==> src/tpb_pkg.sv <==
// ----------------------------------------------------------------------------
// tpb_pkg
// Shared types and constants for the tinted pixel blit engine.
// ----------------------------------------------------------------------------
`timescale 1ns / 1ps
`default_nettype none

package tpb_pkg;

  localparam int unsigned MAX_DIM = 4096;
  localparam int unsigned POS_W   = $clog2(MAX_DIM);   // column / row counters
  localparam int unsigned DIM_W   = POS_W + 1;         // holds MAX_DIM itself
  localparam int unsigned CFG_IDX_W  = 4;
  localparam int unsigned CFG_DATA_W = 32;

  localparam logic [7:0] ALPHA_OPAQUE = 8'hFF;
  localparam logic [8:0] LEVEL_FULL   = 9'd256;

  typedef enum logic [CFG_IDX_W-1:0] {
    REG_DEST_X        = 4'd0,
    REG_DEST_Y        = 4'd1,
    REG_PITCH_BYTES   = 4'd2,
    REG_IMAGE_WIDTH   = 4'd3,
    REG_IMAGE_HEIGHT  = 4'd4,
    REG_BLEND_LEVEL   = 4'd5,
    REG_TINT_COLOR    = 4'd6,
    REG_COPY_LAST_ROW = 4'd7
  } cfg_reg_e;

  typedef struct packed {
    logic [7:0] src_red;
    logic [7:0] src_green;
    logic [7:0] src_blue;
  } pix_in_t;

  typedef struct packed {
    logic [31:0] fb_address;
    logic [31:0] pixel_word;
    logic        frame_end;
  } pix_out_t;

endpackage

`default_nettype wire

==> src/tpb_blend.sv <==
// ----------------------------------------------------------------------------
// tpb_blend
// One color component moved toward the tint: c + (t-c)*level/256, with the
// quotient truncated toward zero.
// ----------------------------------------------------------------------------
`timescale 1ns / 1ps
`default_nettype none

module tpb_blend (
  input  logic [7:0] comp_i,
  input  logic [7:0] tint_i,
  input  logic [8:0] level_i,
  output logic [7:0] comp_o
);

  logic [8:0]  diff;
  logic        diff_neg;
  logic [7:0]  diff_mag;
  logic [16:0] prod;
  logic [7:0]  step;

  always_comb begin
    diff     = {1'b0, tint_i} - {1'b0, comp_i};
    diff_neg = diff[8];
    diff_mag = diff_neg ? 8'(-diff) : diff[7:0];
    // magnitude path gives truncation toward zero for both signs
    prod     = 17'(diff_mag) * 17'(level_i);
    step     = prod[15:8];  // |t-c|*level/256 never exceeds 255 while level is at most 256
    comp_o   = diff_neg ? (comp_i - step) : (comp_i + step);
  end

endmodule

`default_nettype wire

==> src/tinted_pixel_blit_engine.sv <==
// Path: an input beat is held in the input register, then in the result register,
// which drives the output beat.
// Throughput: one pixel per cycle, sustained while the output side takes beats.
// The critical path is the row-times-pitch multiply in the second stage.
// Reset: config registers return to their defaults, position counters to zero,
// both pipeline stages empty.
// ----------------------------------------------------------------------------
// tinted_pixel_blit_engine
// Raster position tracking, framebuffer address generation and tint blending
// of RGB888 source pixels into ARGB8888 framebuffer writes.
// ----------------------------------------------------------------------------
`timescale 1ns / 1ps
`default_nettype none

module tinted_pixel_blit_engine (
  input  logic                              clk_i,
  input  logic                              rst_ni,
  input  logic                              cfg_valid_i,
  output logic                              cfg_ready_o,
  input  logic [tpb_pkg::CFG_IDX_W-1:0]     cfg_index_i,
  input  logic [tpb_pkg::CFG_DATA_W-1:0]    cfg_data_i,
  input  logic                              in_valid_i,
  output logic                              in_ready_o,
  input  tpb_pkg::pix_in_t                  in_data_i,
  output logic                              out_valid_o,
  input  logic                              out_ready_i,
  output tpb_pkg::pix_out_t                 out_data_o
);

  import tpb_pkg::*;

  // configuration
  logic [11:0]      dest_x_q;
  logic [11:0]      dest_y_q;
  logic [15:0]      pitch_q;
  logic [DIM_W-1:0] width_q;
  logic [DIM_W-1:0] height_q;
  logic [8:0]       level_q;
  logic [23:0]      tint_q;
  logic [11:0]      copy_row_q;

  // position
  logic [POS_W-1:0] col_q, row_q;

  // stage 1
  logic             s1_valid_q;
  pix_in_t          s1_pix_q;
  logic [POS_W-1:0] s1_col_q, s1_row_q;
  logic             s1_blend_q;
  logic             s1_last_q;

  // result
  logic             out_valid_q;
  pix_out_t         out_data_q;

  logic             in_fire;
  logic             s1_ready;
  logic             out_free;
  logic [DIM_W-1:0] width_eff, height_eff;
  logic [8:0]       level_eff;
  logic             row_end, last;

  logic [DIM_W-1:0] ypos, xpos;
  logic [28:0]      row_off;
  logic [31:0]      addr;
  logic [7:0]       red_bl, green_bl, blue_bl;
  logic [7:0]       red_o, green_o, blue_o;

  assign cfg_ready_o = 1'b1;

  always_ff @(posedge clk_i or negedge rst_ni) begin
    if (!rst_ni) begin
      dest_x_q   <= '0;
      dest_y_q   <= '0;
      pitch_q    <= '0;
      width_q    <= DIM_W'(1);
      height_q   <= DIM_W'(1);
      level_q    <= LEVEL_FULL;
      tint_q     <= 24'h7F4E32;
      copy_row_q <= 12'd120;
    end else if (cfg_valid_i) begin
      case (cfg_index_i)
        REG_DEST_X:        dest_x_q   <= cfg_data_i[11:0];
        REG_DEST_Y:        dest_y_q   <= cfg_data_i[11:0];
        REG_PITCH_BYTES:   pitch_q    <= cfg_data_i[15:0];
        REG_IMAGE_WIDTH:   width_q    <= cfg_data_i[DIM_W-1:0];
        REG_IMAGE_HEIGHT:  height_q   <= cfg_data_i[DIM_W-1:0];
        REG_BLEND_LEVEL:   level_q    <= cfg_data_i[8:0];
        REG_TINT_COLOR:    tint_q     <= cfg_data_i[23:0];
        REG_COPY_LAST_ROW: copy_row_q <= cfg_data_i[11:0];
        default: ;
      endcase
    end
  end

  // handshake chain
  assign out_free   = !out_valid_q || out_ready_i;
  assign s1_ready   = !s1_valid_q || out_free;
  assign in_ready_o = s1_ready;
  assign in_fire    = in_valid_i && s1_ready;

  // clamped dimensions and level
  always_comb begin
    if (width_q == '0)                      width_eff = DIM_W'(1);
    else if (width_q > DIM_W'(MAX_DIM))     width_eff = DIM_W'(MAX_DIM);
    else                                    width_eff = width_q;
    if (height_q == '0)                     height_eff = DIM_W'(1);
    else if (height_q > DIM_W'(MAX_DIM))    height_eff = DIM_W'(MAX_DIM);
    else                                    height_eff = height_q;
    level_eff = (level_q > LEVEL_FULL) ? LEVEL_FULL : level_q;
    // a position left past a shrunk image also ends the row / frame
    row_end   = ({1'b0, col_q} + DIM_W'(1)) >= width_eff;
    last      = row_end && (({1'b0, row_q} + DIM_W'(1)) >= height_eff);
  end

  always_ff @(posedge clk_i or negedge rst_ni) begin
    if (!rst_ni) begin
      col_q <= '0;
      row_q <= '0;
    end else if (in_fire) begin
      if (last) begin
        col_q <= '0;
        row_q <= '0;
      end else if (row_end) begin
        col_q <= '0;
        row_q <= row_q + POS_W'(1);
      end else begin
        col_q <= col_q + POS_W'(1);
      end
    end
  end

  always_ff @(posedge clk_i or negedge rst_ni) begin
    if (!rst_ni) begin
      s1_valid_q <= 1'b0;
    end else if (s1_ready) begin
      s1_valid_q <= in_valid_i;
    end
  end

  always_ff @(posedge clk_i) begin
    if (in_fire) begin
      s1_pix_q   <= in_data_i;
      s1_col_q   <= col_q;
      s1_row_q   <= row_q;
      s1_blend_q <= row_q > copy_row_q;
      s1_last_q  <= last;
    end
  end

  // stage 2: address and blend
  tpb_blend u_blend_r (
    .comp_i  (s1_pix_q.src_red),
    .tint_i  (tint_q[23:16]),
    .level_i (level_eff),
    .comp_o  (red_bl)
  );

  tpb_blend u_blend_g (
    .comp_i  (s1_pix_q.src_green),
    .tint_i  (tint_q[15:8]),
    .level_i (level_eff),
    .comp_o  (green_bl)
  );

  tpb_blend u_blend_b (
    .comp_i  (s1_pix_q.src_blue),
    .tint_i  (tint_q[7:0]),
    .level_i (level_eff),
    .comp_o  (blue_bl)
  );

  always_comb begin
    ypos    = DIM_W'(dest_y_q) + DIM_W'(s1_row_q);
    xpos    = DIM_W'(dest_x_q) + DIM_W'(s1_col_q);
    row_off = 29'(ypos) * 29'(pitch_q);
    addr    = 32'(row_off) + {17'd0, xpos, 2'b00};
    red_o   = s1_blend_q ? red_bl   : s1_pix_q.src_red;
    green_o = s1_blend_q ? green_bl : s1_pix_q.src_green;
    blue_o  = s1_blend_q ? blue_bl  : s1_pix_q.src_blue;
  end

  always_ff @(posedge clk_i or negedge rst_ni) begin
    if (!rst_ni) begin
      out_valid_q <= 1'b0;
    end else if (out_free) begin
      out_valid_q <= s1_valid_q;
    end
  end

  always_ff @(posedge clk_i) begin
    if (out_free && s1_valid_q) begin
      out_data_q.fb_address <= addr;
      out_data_q.pixel_word <= {ALPHA_OPAQUE, red_o, green_o, blue_o};
      out_data_q.frame_end  <= s1_last_q;
    end
  end

  assign out_valid_o = out_valid_q;
  assign out_data_o  = out_data_q;

endmodule

`default_nettype wire

==> config.mk <==
export PLATFORM = sky130hd
export DESIGN_NAME = tinted_pixel_blit_engine
export DESIGN_NICKNAME = d
export VERILOG_FILES = /design/src/tpb_pkg.sv /design/src/tpb_blend.sv /design/src/tinted_pixel_blit_engine.sv
export SDC_FILE = /design/constraint.sdc
export NUM_CORES = 1
export LEC_CHECK = 0
export ABC_CLOCK_PERIOD_IN_PS = 8200
export BUFFER_PORTS_ARGS = -buffer_cell sky130_fd_sc_hd__buf_2
export CORE_ASPECT_RATIO = 0.75
export CORE_MARGIN = 8
export CORE_UTILIZATION = 50
export DETAILED_ROUTE_END_ITERATION = 7
export PLACE_DENSITY = 0.78
export REMOVE_ABC_BUFFERS = 1
export SYNTH_ARGS = -nofsm -noshare
export SYNTH_HDL_FRONTEND = slang
export SYNTH_SLANG_ARGS = --single-unit
==> constraint.sdc <==
create_clock -name clk_i -period 8.2 [get_ports clk_i]
set_input_delay 1.23 -clock clk_i [delete_from_list [all_inputs] [get_ports clk_i]]
set_output_delay 1.23 -clock clk_i [all_outputs]
set_load 0.01 [all_outputs]
==> results of run 1 <==
-- logic make-up (layout without fill, tap and decap cells) --
kind of cell,after synthesis,count (layout),share of synthesized area [%]
XOR/XNOR,176,176,5.86
flip-flops,242,242,24.1
adder cells (fa/ha/maj),599,599,35.5
buffers and inverters,554,981,7.75
AO/OA/AOI/OAI,371,371,8.94
AND/OR/NAND/NOR,777,777,13.5
multiplexers,105,105,4.29
other,2,14,0.0274
-- stage by stage --
stage / instances / util (%) / area, µm² / TNS (ps) / hold slack, ps
3_3_place_gp: 3880 / 56.7 / 30700 / -2420 / 408
5_1_grt: 3987 / 61.1 / 33100 / -2620 / 451
2_1_floorplan: 2747 / - / 27000 / -1470 / 400
6_report: 3987 / 61.1 / 33100 / -619 / 430
3_5_place_dp: 3880 / 56.7 / 30700 / -4210 / 417
4_1_cts: 3956 / 59.9 / 32500 / -550 / 436
-- final timing paths --
kind / start / to / slack, ps / cells past startpoint
worst max-delay path: s1_pix_q[0] / out_data_o[8] / -290 / 37
min in group asynchronous: rst_ni / tint_q[23] / 660 / 1
worst min register to register: s1_last_q / out_data_o[0] / 430 / 0
worst min-delay path: s1_last_q / out_data_o[0] / 430 / 0
worst max register to register: s1_pix_q[0] / out_data_o[8] / -290 / 37
max in group asynchronous: rst_ni / width_q[12] / 6100 / 2
-- area by class of cell --
type / instances / area, µm²
Fill cell: 4245 / 21100
Multi-Input combinational cell: 2039 / 19700
Sequential cell: 242 / 6610
Timing Repair Buffer: 463 / 3230
Inverter: 466 / 1750
Tap cell: 722 / 903
Clock buffer: 33 / 783
Clock inverter: 19 / 206
Antenna cell: 3 / 7.51
-- layer usage --
metal  vias up  global-route usage, %
met2       880                   33.1
li1       9968                      -
met4         8                   4.68
met1     10700                   31.8
met3       117                   3.81
met5         -                      0
-- synth_stat cells (4+ instances only) --
cell / number / area (µm²)
sky130_fd_sc_hd__a211oi_1: 7 / 52.6
sky130_fd_sc_hd__a21o_1: 49 / 368
sky130_fd_sc_hd__a21oi_1: 77 / 385
sky130_fd_sc_hd__a22o_1: 17 / 149
sky130_fd_sc_hd__a31oi_1: 12 / 75.1
sky130_fd_sc_hd__and2_1: 123 / 769
sky130_fd_sc_hd__and3_1: 14 / 87.6
sky130_fd_sc_hd__buf_1: 4 / 15.0
sky130_fd_sc_hd__buf_4: 11 / 82.6
sky130_fd_sc_hd__clkbuf_1: 73 / 274
sky130_fd_sc_hd__dfrtp_1: 116 / 2900
sky130_fd_sc_hd__dfstp_2: 21 / 552
sky130_fd_sc_hd__edfxtp_1: 105 / 3150
sky130_fd_sc_hd__fa_1: 294 / 5890
sky130_fd_sc_hd__ha_1: 305 / 3820
sky130_fd_sc_hd__inv_1: 464 / 1740
sky130_fd_sc_hd__mux2_2: 98 / 1100
sky130_fd_sc_hd__mux2i_1: 7 / 70.1
sky130_fd_sc_hd__nand2_1: 299 / 1120
sky130_fd_sc_hd__nand2b_1: 51 / 319
sky130_fd_sc_hd__nand3_1: 23 / 115
sky130_fd_sc_hd__nand3b_1: 7 / 52.6
sky130_fd_sc_hd__nand4_1: 11 / 68.8
sky130_fd_sc_hd__nor2_1: 163 / 612
sky130_fd_sc_hd__nor2b_1: 28 / 175
sky130_fd_sc_hd__nor3_1: 17 / 85.1
sky130_fd_sc_hd__nor3b_1: 7 / 52.6
sky130_fd_sc_hd__nor4_1: 7 / 43.8
sky130_fd_sc_hd__o211ai_1: 9 / 67.6
sky130_fd_sc_hd__o21a_1: 36 / 270
sky130_fd_sc_hd__o21ai_0: 91 / 455
sky130_fd_sc_hd__o21ai_1: 4 / 20.0
sky130_fd_sc_hd__o21bai_1: 12 / 90.1
sky130_fd_sc_hd__o22ai_1: 6 / 37.5
sky130_fd_sc_hd__o31a_1: 4 / 35.0
sky130_fd_sc_hd__o31ai_1: 10 / 75.1
sky130_fd_sc_hd__or2_2: 14 / 87.6
sky130_fd_sc_hd__or3_1: 5 / 31.3
sky130_fd_sc_hd__xnor2_1: 103 / 902
sky130_fd_sc_hd__xor2_1: 68 / 596
-- registers in the layout, indices dropped and copies added, names as in the netlist, 9 cells and up --
| register | cells |
|---|---|
| tint_q | 24 |
| width_q | 13 |
| dest_x_q | 12 |
| s1_col_q | 12 |
| height_q | 13 |
| copy_row_q | 12 |
| dest_y_q | 12 |
| pitch_q | 16 |
| s1_row_q | 12 |
| level_q | 9 |
| row_q | 12 |
| col_q | 12 |
| out_data_o | 55 |
| s1_pix_q | 24 |
-- timing repair --
item	CTS	global route
buffers inserted	27	26
setup endpoints to repair	16	21
gates cloned	0	2
resized for setup	126	92
pin swaps	137	86
==> implementation parameters, run 1 <==
Parameter                              Value

Status
  Status ... finished with violations
  Violations in the final reports ... negative setup slack

STA
  Highest achievable clock rate ... 118 MHz
  Slack of the critical path ... -288 ps
  Period utilization ... 104%
  Slew headroom ... 16.2%
  Total count of max-transition violations in the final report ... 0
  Final critical path time including I/O delays and setup ... 8490 ps
  Unrepaired setup endpoints after global routing ... true
  Worst clock skew ... 27.3 ps
  Number of endpoints with negative hold slack in the final report ... 0
  Worst Max-Slew Pin Slew ... 1250 ps
  Final setup violation count ... 3

Drt
  Uppermost metal layer occupied by signal nets ... met5
  DRC ... 0
  Routed WL ... 70100 µm
  Detailed-routing iteration count for the pre-antenna-repair pass ... 6
  Antenna-violating nets left ... 0
  Violation count after the first detailed-route iteration ... 1642
  Detail Route met3 WL ... 5910 µm
  Met2 routed wirelength ... 31000 µm
  Number of vias per cell after detailed routing ... 5.42
  Routed via count ... 21600
  Sum of routed wire segments on met1 ... 31700 µm
  WL/cell ... 17.6 µm

Logic synthesis
  Number of enable-type register cells in the synthesized netlist ... 105
  Post-synthesis instance area ... 0.0274 mm²
  Mean instance size in the synthesized netlist ... 9.68 µm²
  Prevailing post-synth register cell ... sky130_fd_sc_hd__dfrtp_1
  Post-synth ARST share ... 56.6%
  Yosys cell types ... 76
  Synthesis-stage register bit count ... 242
  YS warnings ... 0
  Syn Inst Count ... 2826
  Fraction of the yosys area taken by sequential cells ... 24.1%

Clock network
  Clock Sinks ... 242
  Number of buffers created by CTS ... 28
  Cts-stage hold buffer count ... 0
  Reg clk slew, reported paths ... 70 ps
  Root buffer cell ... sky130_fd_sc_hd__clkbuf_16
  CTS tree ... yes
  Maximum level of the CTS H-tree ... 1
  Maximum buffer depth of the clock tree ... 3
  Skew-Pair Late Insertion Delay ... 580 ps

Finish
  Most common cell after layout, fill and taps aside ... sky130_fd_sc_hd__inv_1
  Relative area change from synthesis to final layout ... 21.1%
  Count of nets after finishing ... 3904
  Commonest cells after routing, fill and taps aside ... sky130_fd_sc_hd__inv_1 (447), sky130_fd_sc_hd__buf_4 (341), sky130_fd_sc_hd__nand2_1 (292)
  Fraction of layout cells with a size suffix above 1 ... 25.7%

Setup path
  Buffers and inverters on the worst path ... 4
  Worst setup path class ... reg2reg
  Largest stage delay on the critical path ... 570 ps
  Worst path slowest cell ... sky130_fd_sc_hd__fa_1
  Required time of the critical path ... 8530 ps
  Critical Path Start Type ... register
  Arrival time at the worst endpoint ... 8820 ps
  Family with the most delay on the worst path ... adder cells
  Maximum fanout encountered on the critical timing path ... 3
  Category of the worst setup path capture point ... register

GRT
  Number of global-route vias before repair ... 21700
  Number of antenna violations at the first check in global routing ... 10
  Total routing usage reported by global routing ... 21.6%
  First-pass GRT wire length ... 111000 µm
  Global route overflow ... 0
  Maximum number of pins on one net before global-route repair ... 79

Place
  Routability congestion estimate from global placement ... 0.914
  Worst Setup Slack post-DPL ... -870 ps
  Number of port buffers ... 113
  Half-perimeter wire length after detailed placement ... 52300 µm

Min path
  Hold/Removal Path Class ... reg2reg

Floorplanning
  Horiz. Die Dim ... 286 µm
  Initial Util ... 50.4%
  Height of the die ... 219 µm
  Die footprint ... 0.0625 mm²
  Top-level I/O count ... 133
  Placeable core area ... 0.0543 mm²
  Cell row count ... 74

Job
  Maximum Capacitance Violations ... 0
Power of run 1 is not shown: default switching activity piles up to over one toggle a cycle in this logic, so the estimate is an artifact.
==> inputs of run 2 (changes only) <==
--- a/config.mk
+++ b/config.mk
@@ -11,7 +11,9 @@
 export CORE_MARGIN = 8
 export CORE_UTILIZATION = 50
 export DETAILED_ROUTE_END_ITERATION = 7
-export PLACE_DENSITY = 0.78
+export HOLD_SLACK_MARGIN = 0.12
+export MAX_ROUTING_LAYER = met4
+export PLACE_DENSITY = 0.7
 export REMOVE_ABC_BUFFERS = 1
 export SYNTH_ARGS = -nofsm -noshare
 export SYNTH_HDL_FRONTEND = slang
==> implementation parameters, run 2 (same netlist as run 1, synthesis figures left out) <==
Parameter                              Value

GRT
  First-pass GRT wire length ... 113000 µm
  Total routing usage reported by global routing ... 22.7%
  Maximum number of pins on one net before global-route repair ... 85
  Number of antenna violations at the first check in global routing ... 0
  Global route overflow ... 0
  Number of global-route vias before repair ... 21900

Setup path
  Worst setup path class ... reg2reg
  Worst path slowest cell ... sky130_fd_sc_hd__fa_1
  Required time of the critical path ... 8530 ps
  Category of the worst setup path capture point ... register
  Buffers and inverters on the worst path ... 6
  Largest stage delay on the critical path ... 510 ps
  Critical Path Start Type ... register
  Arrival time at the worst endpoint ... 8800 ps
  Family with the most delay on the worst path ... adder cells
  Maximum fanout encountered on the critical timing path ... 4
  Most common cell type on the critical path ... sky130_fd_sc_hd__fa_1

Min path
  Hold/Removal Path Class ... reg2reg

Finish
  Fraction of layout cells with a size suffix above 1 ... 26.2%
  Relative area change from synthesis to final layout ... 21.6%
  Count of nets after finishing ... 3920
  Antenna diodes ... 0
  Commonest cells after routing, fill and taps aside ... sky130_fd_sc_hd__inv_1 (440), sky130_fd_sc_hd__buf_4 (361), sky130_fd_sc_hd__nand2_1 (288)
  Number of fill cells ... 4450
  Max reg flops ... 55
  Most common cell after layout, fill and taps aside ... sky130_fd_sc_hd__inv_1

Floorplanning
  Die footprint ... 0.0625 mm²
  Top-level I/O count ... 133
  Placeable core area ... 0.0543 mm²
  Horiz. Die Dim ... 286 µm
  Initial Util ... 50.4%
  Cell row count ... 74
  Height of the die ... 219 µm

STA
  Final critical path time including I/O delays and setup ... 8470 ps
  Unrepaired setup endpoints after global routing ... true
  Total count of max-transition violations in the final report ... 0
  Slew headroom ... 15.6%
  Worst clock skew ... 28.7 ps
  Period utilization ... 103%
  Highest achievable clock rate ... 118 MHz
  Final setup violation count ... 3
  Smallest hold slack ... 463 ps
  Number of endpoints with negative hold slack in the final report ... 0
  Total Negative Setup Slacks ... -629 ps
  Slack of the critical path ... -269 ps
  Worst Max-Slew Pin Slew ... 1260 ps

Place
  Half-perimeter wire length after detailed placement ... 54700 µm
  Routability congestion estimate from global placement ... 0.908
  Worst Setup Slack post-DPL ... -1060 ps
  Number of port buffers ... 113

Clock network
  Number of buffers created by CTS ... 27
  Maximum buffer depth of the clock tree ... 3
  Reg clk slew, reported paths ... 60 ps
  Maximum level of the CTS H-tree ... 1
  Skew-Pair Late Insertion Delay ... 580 ps
  Clock Sinks ... 242
  CTS tree ... yes
  Root buffer cell ... sky130_fd_sc_hd__clkbuf_16
  Cts-stage hold buffer count ... 0

Drt
  Routed WL ... 70600 µm
  Antenna-violating nets left ... 0
  DRC ... 0
  Routed via count ... 21100
  Violation count after the first detailed-route iteration ... 1424
  Detailed-routing iteration count for the pre-antenna-repair pass ... 5
  Number of vias per cell after detailed routing ... 5.29
  WL/cell ... 17.7 µm

Status
  Violations in the final reports ... negative setup slack
  Status ... finished with violations

Job
  Maximum Capacitance Violations ... 0
run 2: stage by stage:
step,instance area (µm²),cells,utilization (%)
2_1_floorplan,27000,2747,-
3_3_place_gp,30800,3893,56.8
3_5_place_dp,30800,3893,56.8
4_1_cts,32400,3967,59.7
5_1_grt,33300,3999,61.3
6_report,33300,3999,61.3
run 2: routing by layer:
| metal | global-route usage, % | share of wire, % | vias up |
|---|---|---|---|
| li1 | - | - | 9998 |
| met1 | 33.3 | 48 | 10500 |
| met2 | 34.6 | 45 | 579 |
| met3 | 2.61 | 5.4 | 68 |
| met4 | 3.38 | 1.4 | 0 |
| met5 | - | 0 | - |
run 2: worst register-to-register path, delay by kind of cell (launching register included):
family                   cells  cell delay (ps)
adder cells (fa/ha/maj)      8             2980
AO/OA/AOI/OAI                9             1820
AND/OR/NAND/NOR              7             1250
XOR/XNOR                     7             1250
buffers and inverters        6              500
flip-flops                   1              420
run 2: path summary, 6_finish.rpt:
| path | startpoint | endpoint | slack [ps] | depth (start not counted) |
|---|---|---|---|---|
| worst max-delay path | s1_pix_q[16] | out_data_o[24] | -270 | 37 |
| worst min-delay path | s1_last_q | out_data_o[0] | 460 | 0 |
| worst max register to register | s1_pix_q[16] | out_data_o[24] | -270 | 37 |
| worst min register to register | s1_last_q | out_data_o[0] | 460 | 0 |
| max in group asynchronous | rst_ni | col_q[11] | 6090 | 2 |
| min in group asynchronous | rst_ni | tint_q[23] | 610 | 1 |
run 2: area by class of cell:
type	count	area [µm²]	share of cell area, %
clock buffer	35	758	2.28
timing repair buffer	480	3350	10.1
sequential	242	6610	19.9
inverter	466	1750	5.26
multi-input combinational	2039	19800	59.4
tap	722	903	2.71
clock inverter	15	129	0.387
run 2: timing repair:
item	CTS	global route
endpoints found under the setup margin	18	20
gates resized for setup	97	145
cloned	0	0
pin swaps	86	129
setup buffers	24	36
Power of run 2 is left out for the same reason.
